[config.mk]
export PLATFORM = sky130hd
export DESIGN_NAME = ght_front
export DESIGN_NICKNAME = d
export VERILOG_FILES = /design/src/ght_pkg.sv /design/src/ght_front.sv
export SDC_FILE = /design/constraint.sdc
export NUM_CORES = 1
export LEC_CHECK = 0
export BUFFER_PORTS_ARGS = -buffer_cell sky130_fd_sc_hd__buf_2
export CAP_MARGIN = 15
export CORE_AREA = 2 2 113 115
export DETAILED_ROUTE_END_ITERATION = 8
export DIE_AREA = 0 0 115 117
export PLACE_DENSITY_LB_ADDON = 0.05
export SLEW_MARGIN = 10
export SYNTH_ARGS = -nofsm -noshare
export SYNTH_HDL_FRONTEND = slang
export SYNTH_SLANG_ARGS = --single-unit
[constraint.sdc]
create_clock -name clk -period 7.5 [get_ports clk]
set_clock_uncertainty 0.05 [all_clocks]
set_input_delay 1.5 -clock clk [delete_from_list [all_inputs] [get_ports clk]]
set_output_delay 1.5 -clock clk [all_outputs]
set_load 0.02 [all_outputs]
[src/ght_pkg.sv]
`timescale 1ns / 1ps
package ght_pkg;

  localparam int GEN_W   = 16;
  localparam int IDX_W   = 16;
  localparam int WORD_W  = 32;
  localparam int TDATA_W = 72;

  localparam logic [GEN_W-1:0] GEN_MAX   = 16'hffff;
  localparam logic [GEN_W-1:0] GEN_FIRST = 16'd1;
  localparam logic [GEN_W-1:0] GEN_RESET = 16'd1;

  typedef enum logic [1:0] {
    OP_INSERT = 2'd0,
    OP_FIND   = 2'd1,
    OP_REMOVE = 2'd2,
    OP_NONE   = 2'd3
  } op_t;

  typedef enum logic [1:0] {
    STATUS_OK       = 2'd0,
    STATUS_INVALID  = 2'd1,
    STATUS_FULL     = 2'd2,
    STATUS_NOTFOUND = 2'd3
  } status_t;

  // classified request
  typedef struct packed {
    op_t               op;
    logic              ok;
    logic [IDX_W-1:0]  idx;
    logic [GEN_W-1:0]  gen;
    logic [WORD_W-1:0] payload;
  } cmd_t;

  typedef struct packed {
    logic valid;
    cmd_t cmd;
  } q_head_t;

endpackage

[src/ght_front.sv]
`timescale 1ns / 1ps
module ght_front #(
  parameter int NUM_SLOTS = 256
) (
  input  logic                     clk,
  input  logic                     rst_n,
  input  logic                     in_tvalid,
  output logic                     in_tready,
  input  logic [ght_pkg::TDATA_W-1:0] in_tdata,
  input  logic                     pop,
  output ght_pkg::q_head_t         head
);
  import ght_pkg::*;

  logic [IDX_W-1:0]  enc;
  logic [GEN_W-1:0]  gen;
  logic              ok;
  cmd_t              cmd;
  logic              push;

  cmd_t              q_r [2];
  logic              wp_r;
  logic              rp_r;
  logic [1:0]        cnt_r;

  // handle decode and range check
  always_comb begin
    enc = in_tdata[17:2];
    gen = in_tdata[33:18];
    ok  = (enc != '0) && (gen != '0) && (enc <= IDX_W'(NUM_SLOTS));
    cmd.op      = op_t'(in_tdata[1:0]);
    cmd.ok      = ok;
    cmd.idx     = ok ? (enc - IDX_W'(1)) : '0;
    cmd.gen     = gen;
    cmd.payload = in_tdata[65:34];
  end

  assign in_tready = (cnt_r != 2'd2);
  assign push      = in_tvalid && in_tready;

  always_ff @(posedge clk) begin
    if (push) begin
      q_r[wp_r] <= cmd;
    end
  end

  always_ff @(posedge clk) begin
    if (!rst_n) begin
      wp_r  <= 1'b0;
      rp_r  <= 1'b0;
      cnt_r <= 2'd0;
    end else begin
      if (push) begin
        wp_r <= !wp_r;
      end
      if (pop) begin
        rp_r <= !rp_r;
      end
      cnt_r <= cnt_r + {1'b0, push} - {1'b0, pop};
    end
  end

  assign head.valid = (cnt_r != 2'd0);
  assign head.cmd   = q_r[rp_r];

endmodule

==> results.md, run 1 <==
* Most common cell in the netlist: edfxtp_1
* Status: finished, final reports clean
* DR pass1 iterations at 4
* Wirelength per Cell at 16.44 um
* Core box area at 12310 um^2
* Total CTS buffers at 17
* Initial antenna violation count at 2
* Die Area at 13460 um^2
* WL final at 9949 um
* Share of layout cells above drive strength 1 at 54.85%
* Die Wd at 115 um
* RSZ-0062 raised after global routing: false
* Remaining DRCs at 0
* Sequential share of the synthesized area at 76.24%
* Post-synthesis cell count at 289
* Worst setup SP type: flip-flop
* Detail Route Antenna Nets at 0
* Fin area at 6930 um^2
* Async SR Flop Fraction at 0%
* CTS sink cnt at 139
* Sw Pwr at 0.6120 mW
* Tmin final at 3920 ps
* Synth area leader: edfxtp_1
* Root buf cell: clkbuf_16
* Synth unique cells at 30
* Iteration-0 DRC Markers at 120
* Ys flop type: edfxtp_1
* P per Cell Area at 341.1 nW/um^2
* Worst slew pin tran at 669.1 ps
* Synth Warn # at 0
* Largest net degree at the start of global routing at 49
* Pre-CTS WS at 3963 ps
* Hold Crit Class: reg -> reg
* Top-Level Pins at 145
* Port bufs at 138
* H-Tree Depth at 4
* Via/cell ratio at 4.914
* WS Path Type: reg -> out
* CTS tree: done
* Total track usage at 15.36%
* Post-CTS Setup Bufs at 0
* Layout overhead on the synthesized area at 28.13%
* Vias in the first global route at 3010
* Pwr Total at 2.364 mW
* Max clock buf depth at 2
* Global-route wire length before repair at 15080 um
* Die Y at 117 um
* PnR worst setup slack at 3580 ps
* Slew HR at 55.39%
* Max Cap Viol at 0
* Cts repair resizes at 0
* Sw Ratio at 25.89%
* GRT overflow at 0
* Hold slack at 522.6 ps
* Yosys reg bits at 139
* Via Count at 2973
* Worst VDD drop at 0.1868 mV
* Crit path required time at 5950 ps
* # rows at 41
* Post-synth top area share at 74.39%
* Clock latency at the later pin of the worst-skew pair at 420 ps
* Top post-synthesis cells by count: edfxtp_1, mux2_2, nor2_1, xnor2_1
* P_int at 1.752 mW
* Post-synth EDFFs at 134
* Final GP Congestion at 0.7280
* Combinational power share at 18.0%
* # hold bufs at CTS at 0
* Crit path max fanout at 42
* F_max at 255.1 MHz
* Setup TNS at 0 ps
* Max Slew Vio Count at 0
* CTS clk-pin slew, worst paths at 50 ps
* Synth top area cells: edfxtp_1, mux2_2, dfxtp_1, nor2_1, xnor2_1
* Placed cell area at 6279 um^2
* Leakage power at 2.613 nW
* Initial Util at 43.93%
* Fin. Hold Viols at 0
* Worst Setup End Kind: output pin
* Final setup vio count at 0
* Synthesized area per cell at 18.72 um^2
* Synth Net Count at 369
* Nets at 521
* Synth Cell Area at 5409 um^2
* Seq pwr share at 43.9%
* Crit path arrival time at 2370 ps
* Post-DP HPWL at 6407 um
* Clock power share at 38.1%
* Fin crit share at 52.27%
-- state kept, by name (all words and copies together), names as in the netlist, named ones only --
| register | count |
|---|---|
| cnt_r | 2 |
| q_r | 134 |
| rp_r | 1 |
| wp_r | 1 |
-- power by group through the flow --
stage	combinational [mW]	clock [mW]	sequential, mW
6_report	0.425	0.901	1.04
5_1_grt	0.464	0.949	1.05
4_1_cts	0.437	0.919	1.04
3_5_place_dp	0.434	0	1.05
3_3_place_gp	0.432	0	1.05
2_1_floorplan	0.287	0	1.05
-- logic make-up after synthesis --
| group | after synthesis | synth area share, % |
|---|---|---|
| buffers and inverters | 14 | 1.180 |
| adders and majority gates | 4 | 0.9253 |
| muxes | 67 | 13.95 |
| and+or+nand+nor | 49 | 5.043 |
| xor gates and xnor gates | 10 | 1.619 |
| DFF | 139 | 76.24 |
| AOI/OAI and AO/OA | 6 | 1.041 |
-- per-layer routing --
metal  track usage [%]  wire, um  vias up
li1                  -         -     1435
met1             17.68      4183     1426
met2             24.78      4789       97
met3             6.849       786       15
met4             7.229       189        0
met5                 0         0        -
-- cell usage in the layout, fill, tap and decap left out, types with 2 or more instances in the layout --
cell type and count:
clkbuf_16 17, nand2_1 4, inv_1 6, nand4_1 2, dfxtp_1 4, clkinv_2 3, buf_2 138, xnor2_1 7
mux2_2 67, clkinvlp_4 2, nor3_1 2, clkinv_4 5, xor2_1 3, ha_1 4, buf_4 3, nor4_1 6
and2_1 5, a31oi_1 2, edfxtp_1 134, a21oi_1 2, nor2_1 20, bufinv_16 5
-- worst max-delay path: stages, from the launching register on --
cell and delay (ps):
dfxtp_2 750, buf_4 600, mux2_2 410, buf_2 160
-- stage by stage --
step / cells / utilization, %
5_1_grt: 605 / 56.29
6_report: 605 / 56.29
2_1_floorplan: 289 / -
3_5_place_dp: 572 / 51.00
3_3_place_gp: 572 / 51.00
4_1_cts: 604 / 56.27
-- layout make-up --
class                           instances  area [um^2]
Antenna cell                            1        2.502
Fill cell                            1019         5381
Tap cell                              150        187.7
Clock buffer                           17        425.4
Timing Repair Buffer                  141        713.2
Inverter                                6        22.52
Multi-Input combinational cell        136         1230
Sequential cell                       139         4125
Clock inverter                         15        224.0
-- final timing paths --
path | cells past startpoint | to | startpoint | slack (ps)
min reg2reg | 2 | flip-flop | rp_r | 520
min | 2 | flip-flop | rp_r | 520
max | 3 | head[31] | flip-flop | 3580
max reg2reg | 4 | q_r[0][23] | cnt_r[0] | 5230
Note: power is estimated with default switching activity, not from simulation.
==> run 2, diff against run 1 <==
==> constraint.sdc (replaced) <==
create_clock -name clk -period 3.4 [get_ports clk]
set_clock_uncertainty 0.05 [all_clocks]
set_input_delay 0.68 -clock clk [delete_from_list [all_inputs] [get_ports clk]]
set_output_delay 0.68 -clock clk [all_outputs]
set_load 0.02 [all_outputs]
==> run 2 against run 1 <==
  * Register-to-register slack got worse by 3700 ps
  * Worst hold slack got worse by 120 ps
  * Worst setup slack worse by 2800 ps
  * Clock power is 86% higher
  * Clock-buffer cell count increased by 1
  * Die area did not move
  * First-iteration DRC count increased by 13%
  * Non-clock buffer count unchanged
  * Via count is 0.40% higher
  * Sequential share of layout area rose by 0.86 points
  * Largest power group unchanged
  * Highest routed layer unchanged
==> results.md, run 2 (synthesized netlist as in run 1, its figures left out) <==
* Setup TNS at 0 ps (unchanged)
* Slew HR at 35.49% (was 55.39%)
* Initial antenna violation count at 0 (was 2)
* Port bufs at 138 (unchanged)
* Vias in the first global route at 3000 (was 3010)
* Largest net degree at the start of global routing at 68 (was 49)
* Reg-to-Reg Start: cnt_r[0] (unchanged)
* Pwr Total at 4.916 mW (was 2.364 mW)
* Leakage power at 2.564 nW (was 2.613 nW)
* Max Slew Vio Count at 0 (unchanged)
* CTS tree: done (unchanged)
* WL final at 9996 um (was 9949 um)
* Fin crit share at 77.27%
* Via Count at 2985 (was 2973)
* Hold Crit Class: in -> reg (was reg -> reg)
* Max clock buf depth at 2 (unchanged)
* Layout overhead on the synthesized area at 26.37% (was 28.13%)
* Worst Setup End Kind: output pin (unchanged)
* Root buf cell: clkbuf_16 (unchanged)
* Iteration-0 DRC Markers at 136 (was 120)
* Top-Level Pins at 145 (unchanged)
* Detail Route Antenna Nets at 0 (unchanged)
* Crit path required time at 2670 ps (was 5950 ps)
* Clock latency at the later pin of the worst-skew pair at 410 ps (was 420 ps)
* GRT overflow at 0 (unchanged)
* Total CTS buffers at 17 (unchanged)
* Clock power share at 34.2% (was 38.1%)
* Instance count on the critical path at 3 (unchanged)
* Most frequent cells in the layout: buf_2, edfxtp_1, mux2_2 (unchanged)
* Worst VDD drop at 0.3422 mV (was 0.1868 mV)
* CTS clk-pin slew, worst paths at 50 ps (about the same)
* Sw Ratio at 26.33% (was 25.89%)
* Most common cell after layout, fill and taps aside: buf_2 (unchanged)
* Cts repair resizes at 0 (unchanged)
* Worst path max stage delay at 610 ps (was 750 ps)
* WS Path Type: reg -> out (unchanged)
* Largest registers: q_r (134), cnt_r (2) (unchanged)
* Seq pwr share at 46.6% (was 43.9%)
* Total track usage at 15.35% (was 15.36%)
* Pre-CTS WS at 945.8 ps (was 3963 ps)
* Share of layout cells above drive strength 1 at 52.98% (was 54.85%)
* Combinational power share at 19.2% (was 18.0%)
* Largest register FFs at 134 (unchanged)
* P per Cell Area at 719.1 nW/um^2 (was 341.1 nW/um^2)
* # hold bufs at CTS at 0 (unchanged)
* Crit path cell chain: buf_12, mux2_2, buf_2 (was buf_4, mux2_2, buf_2)
* Worst slew pin tran at 967.7 ps (was 669.1 ps)
* Layout Utilization at 55.52% (was 56.29%)
* Die Y at 117 um (unchanged)
* Remaining DRCs at 0 (unchanged)
* Max Cap Viol at 0 (unchanged)
* Post-CTS Setup Bufs at 0 (unchanged)
* CP endpoint: head[57] (was head[31])
* Worst path bufs/invs at 2 (unchanged)
* Worst R2R Path Depth at 2 (was 4)
* Reg2Reg Setup Slack at 1580 ps (was 5230 ps)
* RSZ-0062 raised after global routing: false (unchanged)
* H-Tree Depth at 4 (unchanged)
* Die Area at 13460 um^2 (unchanged)
* Sw Pwr at 1.294 mW (was 0.6120 mW)
* Top reg by flops: q_r (unchanged)
* Via/cell ratio at 4.950 (was 4.914)
* Largest delay share family, worst path: flip-flops (was buffers and inverters)
* DR pass1 iterations at 4 (unchanged)
* Global-route wire length before repair at 14920 um (was 15080 um)
* Crit path arrival time at 1900 ps (was 2370 ps)
* PnR worst setup slack at 772.7 ps (was 3580 ps)
* P_int at 3.621 mW (was 1.752 mW)
* Initial Util at 43.93% (unchanged)
* Slowest CP cell: dfxtp_4 (was dfxtp_2)
* Tmin final at 2627 ps
* Wirelength per Cell at 16.58 um (was 16.44 um)
* Multi-input logic area at 1234 um^2 (was 1230 um^2)
* CTS sink cnt at 139 (unchanged)
* Post-DP HPWL at 6368 um (was 6407 um)
* # rows at 41 (unchanged)
* Critical R2R Capture: q_r[1][0] (was q_r[0][23])
* FF/Latch Area at 4128 um^2 (was 4125 um^2)
* Core box area at 12310 um^2 (unchanged)
* Antenna Cells at 0 (was 1)
* Worst setup SP type: flip-flop (unchanged)
* Fillers at 1019 (unchanged)
* Final setup vio count at 0 (unchanged)
* F_max at 380.6 MHz
* Status: finished, final reports clean (unchanged)
* Fin. Hold Viols at 0 (unchanged)
* Nets at 521 (unchanged)
* Final GP Congestion at 0.7581 (was 0.7280)
* Die Wd at 115 um (unchanged)
* Crit path max fanout at 37 (was 42)
==> run 2: worst min-delay path by stage <==
stage / to / slack, ps / start / depth (start not counted)
after floorplan: flip-flop / 500 / rp_r / 2
after global placement: flip-flop / 520 / rp_r / 2
after detailed placement: flip-flop / 520 / rp_r / 2
after CTS: q_r[0][16] / 380 / in_tdata[50] / 1
after global routing: q_r[1][28] / 380 / in_tdata[62] / 1
final: q_r[0][2] / 400 / in_tdata[36] / 1
==> run 2: power groups by stage <==
stage | registers (mW) | clock network [mW] | logic [mW]
6_report | 2.29 | 1.68 | 0.942
5_1_grt | 2.32 | 1.80 | 1.03
4_1_cts | 2.30 | 1.73 | 0.969
3_5_place_dp | 2.33 | 0 | 0.964
3_3_place_gp | 2.31 | 0 | 0.960
2_1_floorplan | 2.31 | 0 | 0.635
==> run 2: per-layer routing <==
metal	vias to the layer above	routed length, um	GRT usage (%)
met3	17	845	6.952
met4	0	174	7.550
li1	1425	-	-
met5	-	0	0
met2	107	5004	25.49
met1	1436	3972	16.84
==> run 2: final cells by class <==
cell class | count | area share [%]
Inverter | 6 | 0.3295
Clock buffer | 18 | 6.279
Sequential cell | 139 | 60.39
Multi-Input combinational cell | 136 | 18.05
Tap cell | 150 | 2.746
Clock inverter | 13 | 1.593
Timing Repair Buffer | 141 | 10.62
==> run 2: worst register-to-register path: stages, from the launching register on <==
cell and delay (ps):
dfxtp_1 340, nand2b_1 160, and3_4 850
==> run 2: stage by stage <==
| stage | hold WS (ps) | std cells | instance area (um^2) |
|---|---|---|---|
| 6_report | 400.5 | 603 | 6835 |
| 5_1_grt | 379.7 | 603 | 6835 |
| 4_1_cts | 381.2 | 603 | 6835 |
| 3_3_place_gp | 515.1 | 572 | 6297 |
| 2_1_floorplan | 504.6 | 289 | 5411 |
| 3_5_place_dp | 519.7 | 572 | 6297 |
